`src/rtl/core/rcev_pkg.sv`:
```
// ----------------------------------------------------------------------------
// rcev_pkg: shared types and constants for the real cubic escape ray unit
// Fixed-point widths, the queue entry type, state encodings and log constants.
// ----------------------------------------------------------------------------
package rcev_pkg;

    localparam int FRAC_BITS = 28;
    localparam int CNT_W     = 10;
    localparam int IN_W      = 32;

    // |x| below the escape bound of 512 fits in MAG_W bits.
    localparam int MAG_W  = FRAC_BITS + 9;
    localparam int SQ_W   = 2 * MAG_W - FRAC_BITS;
    localparam int TA_W   = 2 * IN_W - FRAC_BITS + 2;
    localparam int T_W    = (SQ_W > TA_W) ? SQ_W : TA_W;
    localparam int T_S    = T_W + 1;
    localparam int X_W    = T_W + MAG_W - FRAC_BITS + 2;
    localparam int SPLIT  = (MAG_W + 1) / 2;
    localparam int HI_W   = MAG_W - SPLIT;
    localparam int ACC_W  = T_W + MAG_W;
    localparam int QDEPTH = 2;
    localparam int QPTR_W = 1;

    localparam logic [CNT_W-1:0] MAX_ITER_RESET = CNT_W'(100);
    localparam logic [T_W-1:0]   ESC_SQ = T_W'(100000) << FRAC_BITS;
    localparam logic [31:0]      LN2_Q32 = 32'd2977044472;
    localparam int               RAY_SHIFT = 14;

    // Natural log of v / 2^fb in Q.32, same algorithm as the hardware unit.
    function automatic longint ln_q32_const(input longint unsigned v, input int fb);
        int p;
        longint unsigned m;
        longint unsigned frac;
        longint unsigned fl;
        begin
            p = 63;
            frac = 0;
            if (v == 0) begin
                return 0;
            end
            while (((v >> p) & 64'd1) == 0) begin
                p = p - 1;
            end
            m = (p >= 30) ? (v >> (p - 30)) : (v << (30 - p));
            for (int k = 31; k >= 0; k--) begin
                m = (m * m) >> 30;
                if (m >= (64'd1 << 31)) begin
                    m = m >> 1;
                    frac = frac | (64'd1 << k);
                end
            end
            fl = (frac * 64'(LN2_Q32)) >> 32;
            return longint'(p - fb) * longint'(LN2_Q32) + longint'(fl);
        end
    endfunction

    localparam longint LN3_Q32 = ln_q32_const(64'd3, 0);

    typedef struct packed {
        logic signed [IN_W-1:0] a;
        logic signed [IN_W-1:0] b;
        logic [T_W-1:0]         ta;
    } rcev_item_t;

    typedef struct packed {
        logic        start;
        logic        fb32;
        logic [63:0] value;
    } rcev_ln_req_t;

    typedef struct packed {
        logic               done;
        logic signed [63:0] result;
    } rcev_ln_rsp_t;

    typedef enum logic [3:0] {
        B_IDLE, B_SQ_LO, B_SQ_HI, B_TEST, B_MU_LO, B_MU_HI, B_UPD,
        B_DECIDE, B_LSTART, B_LWAIT, B_RAY1, B_RAY2, B_RAY3, B_EMIT
    } rcev_back_state_t;

    typedef enum logic [2:0] {
        L_IDLE, L_NORM, L_SQR, L_MUL, L_SUM
    } rcev_ln_state_t;

endpackage

```
`src/rtl/core/rcev_front.sv`:
```
// ----------------------------------------------------------------------------
// rcev_front: input stage
// Registers one (a,b) point and computes 3*a^2 before handing it to the queue.
// ----------------------------------------------------------------------------
module rcev_front (
    input  logic                 aclk,
    input  logic                 aresetn,
    input  logic                 in_valid,
    output logic                 in_ready,
    input  logic [63:0]          in_data,
    output logic                 push_valid,
    input  logic                 push_ready,
    output rcev_pkg::rcev_item_t push_item
);
    import rcev_pkg::*;

    logic                   valid_reg, valid_next;
    logic signed [IN_W-1:0] a_reg, b_reg;
    logic [IN_W-1:0]        a_mag;
    logic [2*IN_W-1:0]      a_sq;
    logic [T_W-1:0]         a2;

    assign in_ready   = !valid_reg || push_ready;
    assign push_valid = valid_reg;

    always_comb begin
        a_mag = a_reg[IN_W-1] ? IN_W'(-a_reg) : IN_W'(a_reg);
        a_sq  = a_mag * a_mag;
        a2    = T_W'(a_sq >> FRAC_BITS);
        push_item.a  = a_reg;
        push_item.b  = b_reg;
        push_item.ta = (a2 << 1) + a2;
        valid_next = valid_reg;
        if (in_valid && in_ready) begin
            valid_next = 1'b1;
        end else if (push_ready) begin
            valid_next = 1'b0;
        end
    end

    always_ff @(posedge aclk) begin
        if (!aresetn) begin
            valid_reg <= 1'b0;
        end else begin
            valid_reg <= valid_next;
        end
        if (in_valid && in_ready) begin
            a_reg <= in_data[IN_W-1:0];
            b_reg <= in_data[2*IN_W-1:IN_W];
        end
    end

endmodule

```
`config.mk`:
```
export PLATFORM = sky130hd
export DESIGN_NAME = rcev_front
export DESIGN_NICKNAME = d
export VERILOG_FILES = /design/src/rtl/core/rcev_pkg.sv /design/src/rtl/core/rcev_front.sv
export SDC_FILE = /design/constraint.sdc
export NUM_CORES = 2
export LEC_CHECK = 0
export ABC_AREA = 1
export BUFFER_PORTS_ARGS = -buffer_cell sky130_fd_sc_hd__buf_2
export CORE_ASPECT_RATIO = 0.75
export CORE_MARGIN = 4
export CORE_UTILIZATION = 54
export DETAILED_ROUTE_END_ITERATION = 6
export PLACE_DENSITY_LB_ADDON = 0.2
export SLEW_MARGIN = 20
export SYNTH_ARGS = -nofsm -noshare
export SYNTH_HDL_FRONTEND = slang
export SYNTH_SLANG_ARGS = --single-unit
```
`constraint.sdc`:
```
create_clock -name aclk -period 16.8 [get_ports aclk]
set_input_delay 4.2 -clock aclk [delete_from_list [all_inputs] [get_ports aclk]]
set_output_delay 4.2 -clock aclk [all_outputs]
set_load 0.02 [all_outputs]
```
[Word-level counts from Yosys, hierarchy flattened]
Index checks and enable logic that the tools add are counted.
W data, S select, Z words.
Storage, ports and cells
  register bits after elaboration: 65
  input bits: 68
  output and inout port bits: 112
  logic and storage cells: 13
Operators by class
  add/subtract/negate cells: 2
  multipliers: 1
  muxes and demuxes: 3
  reductions and logical operators: 4
Operators with widths (count)
  $mul A32 B32 Y64: 1
  $add A37 B36 Y38: 1
  $mux W32: 1
  $neg A32 Y32: 1
  $mux W1: 2
  $reduce_bool A2 Y1: 1
  $logic_and A1 B1 Y1: 1
  $logic_not A1 Y1: 1
  $logic_or A1 B1 Y1: 1

[Logic depth before layout (Yosys ltp)]
  depth after elaboration: 4
  depth in mapped cells: 62
  depth with buffers taken out: 61

[Least setup slack after synthesis]
Ideal clock, no wire load.
  path type: register to output
  start point: reg a_reg[0]
  end point: out push_item[27] (netlist name)
  data arrival time: 10.159 ns
  required time: 12.600 ns
  path slack: 2.441 ns
  stages on the path, launching flop included: 57
  buffers on the path: 2
  cells stage by stage: edfxtp_1 inv_2 clkbuf_1 ha_1 inv_1 nor2_1 nand2_1 nor3_1 inv_1 nand2_1 nand2_1 nand2_1 clkinv_1 clkbuf_1 nor2_1 inv_1 fa_1 inv_1 (+21 left out) inv_1 ha_1 fa_1 nand3_1 nand2_1 nand3_1 nand2_1 nand3_1 nand2_1 a21oi_1 o21ai_0 nand2_1 nand2_1 nand3_1 nand2_1 nand2_1 nand2_1 xor2_1
RTL lines
  from (decl): RTL line rcev_front.sv:18  | logic signed [IN_W-1:0] a_reg, b_reg;
  from (signal assigned): RTL line rcev_front.sv:48  | a_reg <= in_data[IN_W-1:0];
  to (decl): RTL line rcev_front.sv:13  | output rcev_pkg::rcev_item_t push_item

==> results.sh <==
export IMPL_fin_crit_sh_pct=95.2
export IMPL_syn_area_um2=34400
export IMPL_drtPass1Iterations=6
export IMPL_cp_end_kind="output port"
export IMPL_dp_slack_ps=1120
export IMPL_fillerInstances=5807
export IMPL_core_um2=62500
export IMPL_dr_total_vias=26900
export IMPL_timing_fmax_mhz=62.5
export IMPL_fin_ws_ps=807
export IMPL_cts_buffer_depth=2
export IMPL_cpPeakStageDelay_ps=590
export IMPL_hp_class="reg2reg"
export IMPL_arrival_ps=11790
export IMPL_antenna_found_initial=1
export IMPL_cts_tree="built"
export IMPL_ant_nets=0
export IMPL_yosysTopAreaCell="fa_1"
export IMPL_die_x_um=299
export IMPL_start_kind="register"
export IMPL_path_max_fanout=16
export IMPL_cp_data_required_time_ps=12600
export IMPL_cts_num_sinks=65
export IMPL_layout_common_cells="inv_1, fa_1, nand2_1"
export IMPL_dieHeight_um=226
export IMPL_grt_max_degree=53
export IMPL_gp_congestion=0.979
export IMPL_final_common_cell="inv_1"
export IMPL_syn_avg_cell_area_um2=8.31
export IMPL_worst_pin_slew_ps=1190
export IMPL_portBuffers=171
export IMPL_cts_root_buf="clkbuf_16"
export IMPL_slew_viol_final=0
export IMPL_drt_iter0_markers=2504
export IMPL_ys_ff_latch=65
export IMPL_viasPerCell=5.21
export IMPL_grt_pass1_vias=28300
export IMPL_cp_common_cell="nand2_1"
export IMPL_routedWlPerCell_um=20.0
export IMPL_ys_seq_area_share_pct=5.65
export IMPL_ys_types=55
export IMPL_drt_total_wl_um=103000
export IMPL_grt_pass1_wl_um=164000
export IMPL_fp_row_count=79
export IMPL_dieArea_um2=67800
export IMPL_whs_path_depth=2
export IMPL_grt_overflow_total=0
export IMPL_ys_dominant_reg_cell="edfxtp_1"
export IMPL_cts_made_buffers=9
export IMPL_synth_edf_count=64
export IMPL_yosys_area_top_type_share_pct=46.4
export IMPL_async_flop_share_pct=0
export IMPL_drv_cap=0
export IMPL_finalHoldViolations=0
export IMPL_grt_total_usage_pct=31.8
export IMPL_crit_type="reg2out"
export IMPL_fin_skew_ps=7.25
export IMPL_syn_inst=4135
export IMPL_n_antenna_cell=0
export IMPL_boundaryPins=180
export IMPL_synth_area_leaders="fa_1, inv_1, ha_1, nand2_1, edfxtp_1"
export IMPL_synthToLayoutAreaGrowth_pct=6.99
export IMPL_tns_ps=0
export IMPL_status="finished, final reports clean"
export IMPL_drive_gt1_share_pct=7.22
export IMPL_holdBufCountCts=0
export IMPL_r2r_cells=2
export IMPL_setup_viol=0
export IMPL_period_needed_ps=15990
export IMPL_clk_pin_slew_ps=60
export IMPL_drc=0
export IMPL_dp_hpwl_um=85900
export IMPL_clk_latency_ps=340
export IMPL_final_nets=5495
export IMPL_ys_warn_count=0
export IMPL_h_tree_depth=3
export IMPL_start_util_pct=55.0
export IMPL_slew_headroom_pct=20.3
export IMPL_slowest_stage="fa_1"
[stage by stage]
step | utilization, % | instances | instance area, um2 | hold WS, ps
6_report | 58.9 | 5170 | 36800 | 580
5_1_grt | 58.9 | 5170 | 36800 | 596
4_1_cts | 58.7 | 5164 | 36700 | 575
3_5_place_dp | 58.3 | 5148 | 36400 | 541
3_3_place_gp | 58.3 | 5148 | 36400 | 543
2_1_floorplan | - | 4165 | 34500 | 729
[final timing paths]
kind	start	to	slack, ps
worst max-delay path	a_reg[0]	push_item[36]	810
worst min-delay path	push_valid	push_valid	580
worst max register to register	push_valid	b_reg[4]	15040
worst min register to register	push_valid	push_valid	580
[worst max-delay path: cells and delay by family (launching register included)]
kind | cells | cell delay, ps
fa+ha+maj | 11 | 5010
flops | 1 | 380
buf+inv | 11 | 1410
compound gates | 9 | 1600
xor+xnor | 2 | 440
simple gates | 19 | 2580
[logic make-up (layout without fill, tap and decap cells)]
kind of cell,Yosys count,in the layout,share of synthesized area (%)
AO/OA/AOI/OAI,242,242,3.95
XOR/XNOR,94,94,2.40
adder cells (fa/ha/maj),1112,1112,57.9
buffers and inverters,1335,1490,14.9
flip-flops,65,65,5.65
other,2,32,0.0219
AND/OR/NAND/NOR,1285,1285,15.2
[what timing repair did]
| action | CTS | global route |
|---|---|---|
| setup endpoints to repair | 0 | 9 |
| endpoints found under the hold margin | 0 | 0 |
| setup buffers | 0 | 6 |
| resized for setup | 0 | 7 |
[cell type report]
class,instances,area [um2],share of cell area [%]
repair buffers,231,1310,3.55
clock buffers,9,225,0.613
multi-input cells,2765,27500,74.7
well taps,850,1060,2.89
flip-flops and latches,65,1940,5.28
inverters,1243,4680,12.7
clock inverters,7,77.6,0.211
[Yosys cell counts (8+ instances only)]
cell type     n
xor2_1       64
nor3_1       30
nand2_1     654
edfxtp_1     64
buf_1        10
xnor2_1      30
clkinv_1      8
o21bai_1     24
a31oi_1       9
ha_1        315
nand3_1      77
o21ai_0      49
nor2_1      456
nand4_1      16
clkbuf_1     47
nor2_4       12
fa_1        797
inv_1      1215
buf_4         8
a21oi_1     129
inv_2        18
buf_2        23
[per-layer routing]
metal	GRT usage (%)	vias up	wire length, um	share of wire [%]
met5	0	-	13	0.013
met4	5.43	2	2260	2.2
met3	11.6	152	14400	14
met2	45.6	1325	41800	41
met1	47.3	13200	44700	43
li1	-	12300	-	-
Power is not shown: default switching activity piles up to over one toggle a cycle in this logic, so the estimate is an artifact.
