**src/rtl/core/rcev_pkg.sv**
```systemverilog
// ----------------------------------------------------------------------------
// rcev_pkg: shared types and constants for the real cubic escape ray unit
// Fixed-point widths, the queue entry type, state encodings and log constants.
// ----------------------------------------------------------------------------
package rcev_pkg;

    localparam int FRAC_BITS = 28;
    localparam int CNT_W     = 10;
    localparam int IN_W      = 32;

    // |x| below the escape bound of 512 fits in MAG_W bits.
    localparam int MAG_W  = FRAC_BITS + 9;
    localparam int SQ_W   = 2 * MAG_W - FRAC_BITS;
    localparam int TA_W   = 2 * IN_W - FRAC_BITS + 2;
    localparam int T_W    = (SQ_W > TA_W) ? SQ_W : TA_W;
    localparam int T_S    = T_W + 1;
    localparam int X_W    = T_W + MAG_W - FRAC_BITS + 2;
    localparam int SPLIT  = (MAG_W + 1) / 2;
    localparam int HI_W   = MAG_W - SPLIT;
    localparam int ACC_W  = T_W + MAG_W;
    localparam int QDEPTH = 2;
    localparam int QPTR_W = 1;

    localparam logic [CNT_W-1:0] MAX_ITER_RESET = CNT_W'(100);
    localparam logic [T_W-1:0]   ESC_SQ = T_W'(100000) << FRAC_BITS;
    localparam logic [31:0]      LN2_Q32 = 32'd2977044472;
    localparam int               RAY_SHIFT = 14;

    // Natural log of v / 2^fb in Q.32, same algorithm as the hardware unit.
    function automatic longint ln_q32_const(input longint unsigned v, input int fb);
        int p;
        longint unsigned m;
        longint unsigned frac;
        longint unsigned fl;
        begin
            p = 63;
            frac = 0;
            if (v == 0) begin
                return 0;
            end
            while (((v >> p) & 64'd1) == 0) begin
                p = p - 1;
            end
            m = (p >= 30) ? (v >> (p - 30)) : (v << (30 - p));
            for (int k = 31; k >= 0; k--) begin
                m = (m * m) >> 30;
                if (m >= (64'd1 << 31)) begin
                    m = m >> 1;
                    frac = frac | (64'd1 << k);
                end
            end
            fl = (frac * 64'(LN2_Q32)) >> 32;
            return longint'(p - fb) * longint'(LN2_Q32) + longint'(fl);
        end
    endfunction

    localparam longint LN3_Q32 = ln_q32_const(64'd3, 0);

    typedef struct packed {
        logic signed [IN_W-1:0] a;
        logic signed [IN_W-1:0] b;
        logic [T_W-1:0]         ta;
    } rcev_item_t;

    typedef struct packed {
        logic        start;
        logic        fb32;
        logic [63:0] value;
    } rcev_ln_req_t;

    typedef struct packed {
        logic               done;
        logic signed [63:0] result;
    } rcev_ln_rsp_t;

    typedef enum logic [3:0] {
        B_IDLE, B_SQ_LO, B_SQ_HI, B_TEST, B_MU_LO, B_MU_HI, B_UPD,
        B_DECIDE, B_LSTART, B_LWAIT, B_RAY1, B_RAY2, B_RAY3, B_EMIT
    } rcev_back_state_t;

    typedef enum logic [2:0] {
        L_IDLE, L_NORM, L_SQR, L_MUL, L_SUM
    } rcev_ln_state_t;

endpackage

```
**src/rtl/core/rcev_queue.sv**
```systemverilog
// ----------------------------------------------------------------------------
// rcev_queue: two-entry queue
// Decouples the input stage from the orbit engine.
// ----------------------------------------------------------------------------
module rcev_queue (
    input  logic                 aclk,
    input  logic                 aresetn,
    input  logic                 push_valid,
    output logic                 push_ready,
    input  rcev_pkg::rcev_item_t push_item,
    output logic                 pop_valid,
    input  logic                 pop,
    output rcev_pkg::rcev_item_t pop_item
);
    import rcev_pkg::*;

    rcev_item_t          mem_reg [QDEPTH];
    logic [QPTR_W-1:0]   wr_reg, rd_reg;
    logic [QPTR_W:0]     cnt_reg, cnt_next;
    logic                do_push, do_pop;

    assign push_ready = cnt_reg != (QPTR_W+1)'(QDEPTH);
    assign pop_valid  = cnt_reg != '0;
    assign pop_item   = mem_reg[rd_reg];
    assign do_push    = push_valid && push_ready;
    assign do_pop     = pop && pop_valid;

    always_comb begin
        cnt_next = cnt_reg;
        if (do_push && !do_pop) begin
            cnt_next = cnt_reg + 1'b1;
        end else if (!do_push && do_pop) begin
            cnt_next = cnt_reg - 1'b1;
        end
    end

    always_ff @(posedge aclk) begin
        if (!aresetn) begin
            wr_reg  <= '0;
            rd_reg  <= '0;
            cnt_reg <= '0;
        end else begin
            cnt_reg <= cnt_next;
            if (do_push) begin
                wr_reg <= wr_reg + 1'b1;
            end
            if (do_pop) begin
                rd_reg <= rd_reg + 1'b1;
            end
        end
        if (do_push) begin
            mem_reg[wr_reg] <= push_item;
        end
    end

endmodule

```
**config.mk**
```make
export PLATFORM = sky130hd
export DESIGN_NAME = rcev_queue
export DESIGN_NICKNAME = d
export VERILOG_FILES = /design/src/rtl/core/rcev_pkg.sv /design/src/rtl/core/rcev_queue.sv
export SDC_FILE = /design/constraint.sdc
export NUM_CORES = 1
export LEC_CHECK = 0
export ABC_AREA = 1
export BUFFER_PORTS_ARGS = -buffer_cell sky130_fd_sc_hd__buf_2
export CORE_MARGIN = 2
export CORE_UTILIZATION = 40
export CTS_CLUSTER_DIAMETER = 200
export DETAILED_ROUTE_END_ITERATION = 8
export PLACE_DENSITY = 0.74
export SETUP_SLACK_MARGIN = 0.4
export SLEW_MARGIN = 20
export SYNTH_ARGS = -nofsm -noshare
export SYNTH_HDL_FRONTEND = slang
export SYNTH_SLANG_ARGS = --single-unit
export TNS_END_PERCENT = 30
```
**constraint.sdc**
```tcl
create_clock -name aclk -period 12.1 [get_ports aclk]
set_input_delay 1.815 -clock aclk [delete_from_list [all_inputs] [get_ports aclk]]
set_output_delay 1.815 -clock aclk [all_outputs]
set_load 0.02 [all_outputs]
```
# ---- After elaboration in Yosys (flattened, before gate mapping)
# Memories as Yosys holds them, arrays and structs flattened. A register that Yosys moved wholly into a read port is not among the register bits.
# Index checks and enable logic that the tools add are counted.
dict set report word_totals {
  reg_bits 4
  ramBits 220
  n_memories 1
}
dict set report classes {
  add_sub_neg 4
  eq_ne 1
  muxes 6
  n_reduce_logical 8
}
# memory depth width rd rd_clocked_by_memory_dff wr line_no
set mem_list {}
lappend mem_list {mem_reg 2 110 1 1 1 rcev_queue.sv:17} ;# rcev_item_t mem_reg [QDEPTH];
# operator count
set op_table {}
lappend op_table {{$logic_and 1x1->1} 4}
lappend op_table {{$mux 1} 4}
lappend op_table {{$mux 2} 2}
lappend op_table {{$reduce_bool 2->1} 2}
lappend op_table {{$add 1x1->1 const B} 2}
lappend op_table {{$add 2x1->2 const B} 1}
lappend op_table {{$logic_not 1->1} 2}
lappend op_table {{$ne 2x2->1 const B} 1}
lappend op_table {{$sub 2x1->2 const B} 1}

# ---- Depth between registers and ports, before layout
# Gate-level depths: netlist of run 1.
dict set report depth {
  word_depth 6
  ltp_mapped 11
}

# ---- Least setup slack after synthesis of run 1
# Ideal clock, no wire load.
dict set report synth_path {
  kind {input port to flip-flop}
  from {input port push_valid}
  to {memory mem_reg[0][0] (netlist name) (enable)}
  arrival_ps 6488
  setup_slack_ps 5032
  stages 2
  n_path_buf 0
  cell_sequence {nand2_1 > nor2_1}
}
dict set report synth_via {
  elab_chain_len 3
}
# item line_no
set synth_rtl {}
lappend synth_rtl {{start, declared} rcev_queue.sv:8} ;# input logic push_valid,
lappend synth_rtl {{$logic_and 1x1->1} rcev_queue.sv:25} ;# assign do_push = push_valid && push_ready;
lappend synth_rtl {{$mux 1} rcev_queue.sv:51} ;# if (do_push) begin
lappend synth_rtl {{$mux 1 (not written as such)} rcev_queue.sv:52} ;# mem_reg[wr_reg] <= push_item;
lappend synth_rtl {{end, declared} rcev_queue.sv:17}
# Every way passes these cells.

==> results.py, run 1 <==
metrics = {
    "run_status": {
        "status": "complete, no violations",
    },
    "synth": {
        "syn_avg_cell_area_um2": 22.9,
        "synthTopCellsByArea": "edfxtp_1, mux2_4, buf_12, mux2_2, dfxtp_1",
        "yosysSeqAreaShare_pct": 77.3,
        "syn_nets": 494,
        "ys.warnings.count": 0,
        "synthesis.area_um2": 8680,
        "synth_cells": 379,
        "yosysTopAreaCell": "edfxtp_1",
        "synth_cell_type_count": 16,
        "yosys.area.top_type_share_pct": 76.1,
        "synth_seq_cells": 225,
    },
    "floorplan": {
        "die_h_um": 151,
        "coreArea_um2": 21200,
        "dieArea_um2": 22900,
        "rows": 53,
        "start_util_pct": 41.0,
        "fp.dieW_um": 151,
        "io_pins": 226,
    },
    "timing": {
        "slew_viol_final": 0,
        "hold_viol_final": 0,
        "setup_violations": 0,
        "holdWs_ps": 510,
        "skew_ps": 8.52,
        "relSlewSlack_pct": 41.0,
        "fin_crit_ps": 4650,
        "finalSetupTns_ps": 0,
        "tightestPinTransition_ps": 885,
        "setup_slack_ps": 7450,
        "max_freq_ghz": 0.215,
        "rsz0062_at_grt": "false",
        "period_share_pct": 38.4,
    },
    "clock_tree": {
        "cts_hold_buf": 0,
        "cts_tree": "yes",
        "ctsRootBufferMaster": "clkbuf_16",
        "clockBufferDepth": 3,
        "cts_buffers": 23,
        "post_cts_buffers": 0,
        "clkSinkCount": 225,
        "clk_pin_slew_ps": 60,
        "cts_resized": 0,
        "clkLatencyLatePin_ps": 490,
        "ctsHtreeMaxLevel": 1,
    },
    "power_and_ir_drop": {
        "p_leak_nw": 4.22,
        "irDropWorstVdd_v": 0.000165,
        "power.density_nw_per_um2": 218,
    },
    "placed_design": {
        "io_buffers": 225,
        "place_congestion": 0.721,
        "dp_hpwl_mm": 10.5,
        "post-place-ws_ps": 7640,
        "postPlaceCellArea_um2": 9980,
    },
    "global_routing": {
        "grt_pass1_wl_mm": 23.4,
        "grtUsageTotal_pct": 13.2,
        "grt_pass1_vias": 4441,
        "antenna_found_initial": 1,
        "grt_max_degree": 84,
        "grt_overflow": 0,
    },
    "worst_setup_path": {
        "startpoint_type": "flip-flop",
        "cp-end-kind": "output port",
        "arrival_ps": 2830,
        "required_ps": 10280,
        "crit_path_max_fanout": 66,
        "path_class": "flip-flop to output port",
    },
    "job": {
        "maxCapViolCount": 0,
    },
    "cells_and_area": {
        "nets": 736,
        "drive_gt1_share_pct": 58.6,
        "final_cell_mix": "buf_2, edfxtp_1, mux2_4",
        "largest_reg_flops": 220,
        "final_util_pct": 50.8,
        "mostFrequentLayoutCell": "buf_2",
        "fin_area_um2": 10700,
        "area.growth.synth_to_final_pct": 23.8,
    },
    "detailed_routing": {
        "drt_first_pass_iters": 6,
        "vias": 4309,
        "drt_iter0_drc": 200,
        "vias_per_cell": 4.72,
        "wl_per_cell_um": 17.4,
        "wl_mm": 15.9,
        "drtAntennaViolNets": 0,
        "drc": 0,
    },
    "min_path": {
        "holdCritPathClass": "flip-flop to flip-flop",
    },
}
-- layer usage --
metal / GRT usage, % / part of all wire, %
met4: 3.46 / 2.5
met2: 23.5 / 51
met3: 4.22 / 8.6
met5: 0 / 0
met1: 15.5 / 38
-- critical path, stage by stage, from the launching register on --
cell and delay [ps]:
dfxtp_4 920, buf_6 710, mux2_2 430, buf_2 160
-- final timing paths --
check,startpoint,endpoint,slack [ps],cells after the start
setup reg to reg,cnt_reg[0],mem_reg[0][0],9560,5
setup / recovery,flip-flop,pop_item[96],7450,3
hold / removal,rd_reg,rd_reg,510,2
hold reg to reg,rd_reg,rd_reg,510,2
-- layout make-up --
class / instances / area (um^2)
antenna: 1 / 2.50
clock buffer: 26 / 587
clock inverter: 15 / 166
fill: 1727 / 10400
inverter: 8 / 30.0
multi-input combinational: 134 / 1740
sequential: 225 / 6710
tap: 275 / 344
timing repair buffer: 229 / 1160
-- through the flow --
step,instances,power (W)
2_1_floorplan,379,0.00152
3_3_place_gp,871,0.00164
3_5_place_dp,871,0.00166
4_1_cts,912,0.00238
5_1_grt,912,0.00244
6_report,913,0.00234
-- synthesized netlist by cell type --
library cell  number
buf_6              1
mux2_2            10
buf_12            10
a21oi_1            1
edfxtp_1         220
ha_1               1
nand2_1            9
buf_2              1
nand3_1            1
nand4_1            1
o21ai_0            2
mux2_4           100
nor2_1             8
o21a_1             1
inv_1              8
dfxtp_1            5
-- kinds of logic (layout without fill, tap and decap cells) --
kind of cell | count (synthesis) | count (layout) | share of synthesized area [%]
AND/OR/NAND/NOR | 19 | 19 | 0.865
adder cells (fa/ha/maj) | 1 | 1 | 0.144
multiplexers | 110 | 110 | 18.6
flip-flops | 225 | 225 | 77.3
other | 0 | 1 | 0
AO/OA/AOI/OAI | 4 | 4 | 0.260
buffers and inverters | 20 | 278 | 2.84
-- report_power, final --
part           leakage [nW]  switching [W]  internal (W)
sequential             2.09      0.0000497      0.000987
clock                 0.370       0.000274      0.000431
combinational          1.76       0.000336      0.000263
No activity file was read; power rests on OpenSTA's default activity.
==> run 2, diff against run 1 <==
==> constraint.sdc (replaced) <==
create_clock -name aclk -period 4.6 [get_ports aclk]
set_input_delay 0.69 -clock aclk [delete_from_list [all_inputs] [get_ports aclk]]
set_output_delay 0.69 -clock aclk [all_outputs]
set_load 0.02 [all_outputs]
==> results.py, run 2 (synthesized netlist as in run 1, its figures left out) <==
metrics = {
    "worst_setup_path": {
        "worstSetupEndpoint": "pop_item[10]",
        "path_class": "flip-flop to output port",
        "worstReg2RegEnd": "mem_reg[1][46]",
        "crit_path_max_fanout": 40,
        "path_depth": 3,
        "max_stage_delay_ps": 560,
        "critPathSlowestCell": "buf_4",
        "critical-path-top-delay-family": "buffers and inverters",
        "required_ps": 3910,
        "cp-end-kind": "output port",
        "r2r-start": "cnt_reg[0]",
        "worst_r2r_path_depth": 5,
        "startpoint_type": "flip-flop",
        "reg2reg_slack_ps": 2550,
        "arrival_ps": 1980,
        "crit_chain": "buf_4 > mux2_4 > buf_2",
        "cp.buffers_inverters": 2,
    },
    "clock_tree": {
        "clk_pin_slew_ps": 60,
        "clkLatencyLatePin_ps": 510,
        "post_cts_buffers": 0,
        "ctsRootBufferMaster": "clkbuf_16",
        "cts_tree": "yes",
        "cts_buffers": 24,
        "clockBufferDepth": 3,
        "cts_resized": 0,
        "clkSinkCount": 225,
        "ctsHtreeMaxLevel": 1,
        "cts_hold_buf": 0,
    },
    "timing": {
        "fin_crit_ps": 2670,
        "tightestPinTransition_ps": 939,
        "slew_viol_final": 0,
        "period_share_pct": 58.1,
        "hold_viol_final": 0,
        "setup_violations": 0,
        "rsz0062_at_grt": "false",
        "skew_ps": 19.0,
        "max_freq_ghz": 0.374,
        "relSlewSlack_pct": 37.4,
        "holdWs_ps": 365,
    },
    "floorplan": {
        "io_pins": 226,
        "die_h_um": 151,
        "rows": 53,
        "coreArea_um2": 21200,
        "dieArea_um2": 22900,
        "fp.dieW_um": 151,
        "start_util_pct": 41.0,
    },
    "cells_and_area": {
        "largest_reg_flops": 220,
        "area.growth.synth_to_final_pct": 24.2,
        "mostFrequentLayoutCell": "buf_2",
        "nets": 739,
        "fillCellCount": 1720,
        "drive_gt1_share_pct": 59.2,
        "final_util_pct": 50.9,
        "final_cell_mix": "buf_2, edfxtp_1, mux2_4",
    },
    "global_routing": {
        "antenna_found_initial": 2,
        "met3_usage_pct": 4.13,
        "grt-busiest-layer": "met2",
        "grt_overflow": 0,
        "grt_pass1_vias": 4634,
        "grt_max_degree": 71,
        "grt_pass1_wl_mm": 23.5,
        "grtUsageTotal_pct": 13.2,
        "met2_usage_pct": 23.9,
        "use_met1_pct": 14.9,
    },
    "detailed_routing": {
        "drc": 0,
        "vias_per_cell": 4.67,
        "drt_iter0_drc": 185,
        "wl_per_cell_um": 17.3,
        "vias": 4269,
        "wl_mm": 15.9,
        "drtAntennaViolNets": 0,
        "drt_first_pass_iters": 5,
    },
    "placed_design": {
        "dp_hpwl_mm": 10.6,
        "place_congestion": 0.695,
        "io_buffers": 225,
    },
    "power_and_ir_drop": {
        "p_total_w": 0.00615,
        "irDropWorstVdd_v": 0.000369,
        "p_leak_nw": 4.24,
        "power.density_nw_per_um2": 571,
    },
    "job": {
        "maxCapViolCount": 0,
    },
    "min_path": {
        "holdCritPathClass": "input pin to flip-flop",
        "holdCritStartpoint": "push_item[93]",
    },
    "run_status": {
        "status": "complete, no violations",
    },
}
-- run 2: worst reg2reg max path: cells and delay by family (launching register included) --
kind | cells | cell delay [ps]
simple gates | 3 | 420
buf+inv | 2 | 790
flops | 1 | 350
-- run 2: worst min-delay path by stage --
stage	cells past startpoint	slack, ps	to
finish	1	360	mem_reg[0][93]
global route	1	340	mem_reg[1][21]
CTS	1	340	mem_reg[1][21]
detailed placement	2	490	rd_reg
global placement	2	480	rd_reg
floorplan	2	470	flip-flop
-- run 2: report_power, final --
group / switching, W / internal (W) / leakage (nW)
combinational: 0.000932 / 0.000695 / 1.77
clock: 0.000725 / 0.00113 / 0.376
sequential: 0.0000754 / 0.00260 / 2.09
-- run 2: routing by layer --
| layer | part of all wire (%) | vias to the layer above | routed length [um] |
|---|---|---|---|
| met4 | 2.9 | 0 | 462 |
| met2 | 51 | 157 | 8070 |
| met3 | 7.9 | 36 | 1260 |
| li1 | - | 1972 | - |
| met5 | 0 | - | 0 |
| met1 | 38 | 2104 | 6080 |
-- run 2: cell type report --
cell class / count / area [um^2] / area share, %
Clock buffer: 31 / 668 / 6.20
Multi-Input combinational cell: 134 / 1740 / 16.1
Sequential cell: 225 / 6710 / 62.3
Clock inverter: 10 / 98.8 / 0.917
Inverter: 8 / 30.0 / 0.279
Antenna cell: 1 / 2.50 / 0.0232
Tap cell: 275 / 344 / 3.19
Timing Repair Buffer: 231 / 1180 / 11.0
-- run 2: metrics by stage --
step | TNS, ps | setup WS, ps | area (um^2) | instances
2_1_floorplan | -295570 | -1340 | 8680 | 379
3_3_place_gp | 0 | 2400 | 10000 | 873
3_5_place_dp | 0 | 2350 | 10000 | 873
4_1_cts | 0 | 1870 | 10800 | 914
5_1_grt | 0 | 1820 | 10800 | 914
6_report | 0 | 1930 | 10800 | 915
==> run 3, diff against run 2 <==
--- a/config.mk
+++ b/config.mk
@@ -11,7 +11,7 @@
 export CORE_UTILIZATION = 40
 export CTS_CLUSTER_DIAMETER = 200
 export DETAILED_ROUTE_END_ITERATION = 8
-export PLACE_DENSITY = 0.74
+export PLACE_DENSITY = 0.77
 export SETUP_SLACK_MARGIN = 0.4
 export SLEW_MARGIN = 20
 export SYNTH_ARGS = -nofsm -noshare
==> constraint.sdc (replaced) <==
create_clock -name aclk -period 2.22 [get_ports aclk]
set_input_delay 0.333 -clock aclk [delete_from_list [all_inputs] [get_ports aclk]]
set_output_delay 0.333 -clock aclk [all_outputs]
set_load 0.02 [all_outputs]
==> results.py, run 3 (synthesized netlist as in run 1, its figures left out) <==
metrics = {
    "power_and_ir_drop": {
        "p_total_w": 0.0128,
        "power.density_nw_per_um2": 1150,
        "p_leak_nw": 4.40,
        "irDropWorstVdd_v": 0.000798,
    },
    "detailed_routing": {
        "wl_mm": 16.4,
        "dr_wl_met3_mm": 1.10,
        "top_layer": "met4",
        "vias_per_cell": 4.63,
        "drc": 0,
        "drtAntennaViolNets": 0,
        "vias": 4362,
        "wl_met1_mm": 6.33,
        "wl_per_cell_um": 17.4,
        "drt_iter0_drc": 163,
        "dr_wl_met2_mm": 8.62,
        "drt_first_pass_iters": 6,
    },
    "cells_and_area": {
        "final_cell_mix": "buf_2, edfxtp_1, mux2_4",
        "largest_reg_flops": 220,
        "final_util_pct": 52.6,
        "area.growth.synth_to_final_pct": 28.3,
        "num_antenna_cells": 0,
        "drive_gt1_share_pct": 59.3,
        "nets": 767,
        "mostFrequentLayoutCell": "buf_2",
    },
    "floorplan": {
        "rows": 53,
        "start_util_pct": 41.0,
        "fp.dieW_um": 151,
        "die_h_um": 151,
        "io_pins": 226,
        "dieArea_um2": 22900,
        "coreArea_um2": 21200,
    },
    "global_routing": {
        "grtUsageTotal_pct": 13.4,
        "grt_overflow": 0,
        "grt_max_degree": 70,
        "antenna_found_initial": 0,
        "grt_pass1_vias": 4654,
        "grt_pass1_wl_mm": 23.6,
    },
    "timing": {
        "max_freq_ghz": 0.492,
        "fin_crit_ps": 2030,
        "hold_viol_final": 0,
        "rsz0062_at_grt": "true",
        "setup_violations": 0,
        "tightestPinTransition_ps": 572,
        "relSlewSlack_pct": 61.9,
        "slew_viol_final": 0,
        "period_share_pct": 91.6,
        "skew_ps": 8.77,
    },
    "worst_setup_path": {
        "required_ps": 1890,
        "arrival_ps": 1700,
        "r2r-start": "cnt_reg[0]",
        "path_class": "flip-flop to output port",
        "cp-end-kind": "output port",
        "critPathSlowestCell": "dfxtp_4",
        "worstReg2RegEnd": "mem_reg[1][64]",
        "max_stage_delay_ps": 360,
        "reg2reg_slack_ps": 650,
        "crit_path_max_fanout": 12,
        "worst_r2r_path_depth": 5,
        "crit_chain": "buf_12 > buf_12 > mux2_2 > buf_2",
        "startpoint_type": "flip-flop",
        "crit_path_frequent_cell": "buf_12",
    },
    "clock_tree": {
        "clockBufferDepth": 3,
        "ctsRootBufferMaster": "clkbuf_16",
        "clkSinkCount": 225,
        "ctsHtreeMaxLevel": 1,
        "cts_tree": "yes",
        "clkLatencyLatePin_ps": 490,
        "cts_buffers": 23,
        "clk_pin_slew_ps": 60,
    },
    "placed_design": {
        "place_congestion": 0.728,
        "dp_hpwl_mm": 10.8,
        "io_buffers": 225,
    },
    "run_status": {
        "status": "complete, no violations",
    },
    "min_path": {
        "holdCritStartpoint": "push_item[75]",
        "whs_path_depth": 1,
        "hold_path_end": "mem_reg[0][75]",
        "holdCritPathClass": "input pin to flip-flop",
    },
    "job": {
        "maxCapViolCount": 0,
    },
}
-- run 3: where the power goes --
part	leakage, nW	switching [W]	internal, W
registers	2.09	0.000165	0.00537
logic	1.97	0.00204	0.00173
clock network	0.336	0.00145	0.00200
total	4.40	0.00365	0.00911
-- run 3: how the worst max path moves through the flow --
stage / endpoint / slack (ps) / depth (start not counted)
floorplan: mem_reg[0][0] / -400 / 4
global placement: pop_item[62] / 490 / 3
detailed placement: pop_item[92] / 470 / 3
CTS: pop_item[94] / 150 / 4
global route: pop_item[33] / 130 / 4
finish: pop_item[94] / 190 / 4
-- run 3: per-stage QoR --
stage | hold WS [ps] | area [um^2] | std cells | setup slack (ps) | setup TNS (ps)
floorplan | 432 | 8710 | 379 | -396 | -84970
global route | 1.21 | 11100 | 943 | 130 | 0
finish | 28.1 | 11100 | 943 | 187 | 0
detailed placement | 500 | 10100 | 881 | 470 | 0
CTS | 0.0827 | 11000 | 939 | 155 | 0
global placement | 481 | 10100 | 881 | 486 | 0
-- run 3: area by class of cell --
type / instances / area [um^2]
Clock buffer: 25 / 583
Clock inverter: 16 / 97.6
Fill cell: 1676 / 10000
Inverter: 8 / 30.0
Multi-Input combinational cell: 134 / 1750
Sequential cell: 225 / 6710
Tap cell: 275 / 344
Timing Repair Buffer: 260 / 1610
-- run 3: worst max-delay path: cells and delay by family, from the launching register on --
kind / cells / cell delay (ps)
mux: 1 / 350
flops: 1 / 360
buf+inv: 3 / 480
-- run 3: timing repair --
action,CTS,global route
endpoints found under the setup margin,110,110
setup buffers,4,0
hold buffers,12,0
hold endpoints to repair,22,0
pin swaps,0,0
gates resized for setup,1,5
gates cloned,1,4
-- run 3: layer usage --
layer | global-route usage (%) | vias up
met4 | 4.39 | 0
met1 | 15.4 | 2129
met5 | 0 | -
met3 | 3.28 | 23
li1 | - | 2039
met2 | 24.7 | 171
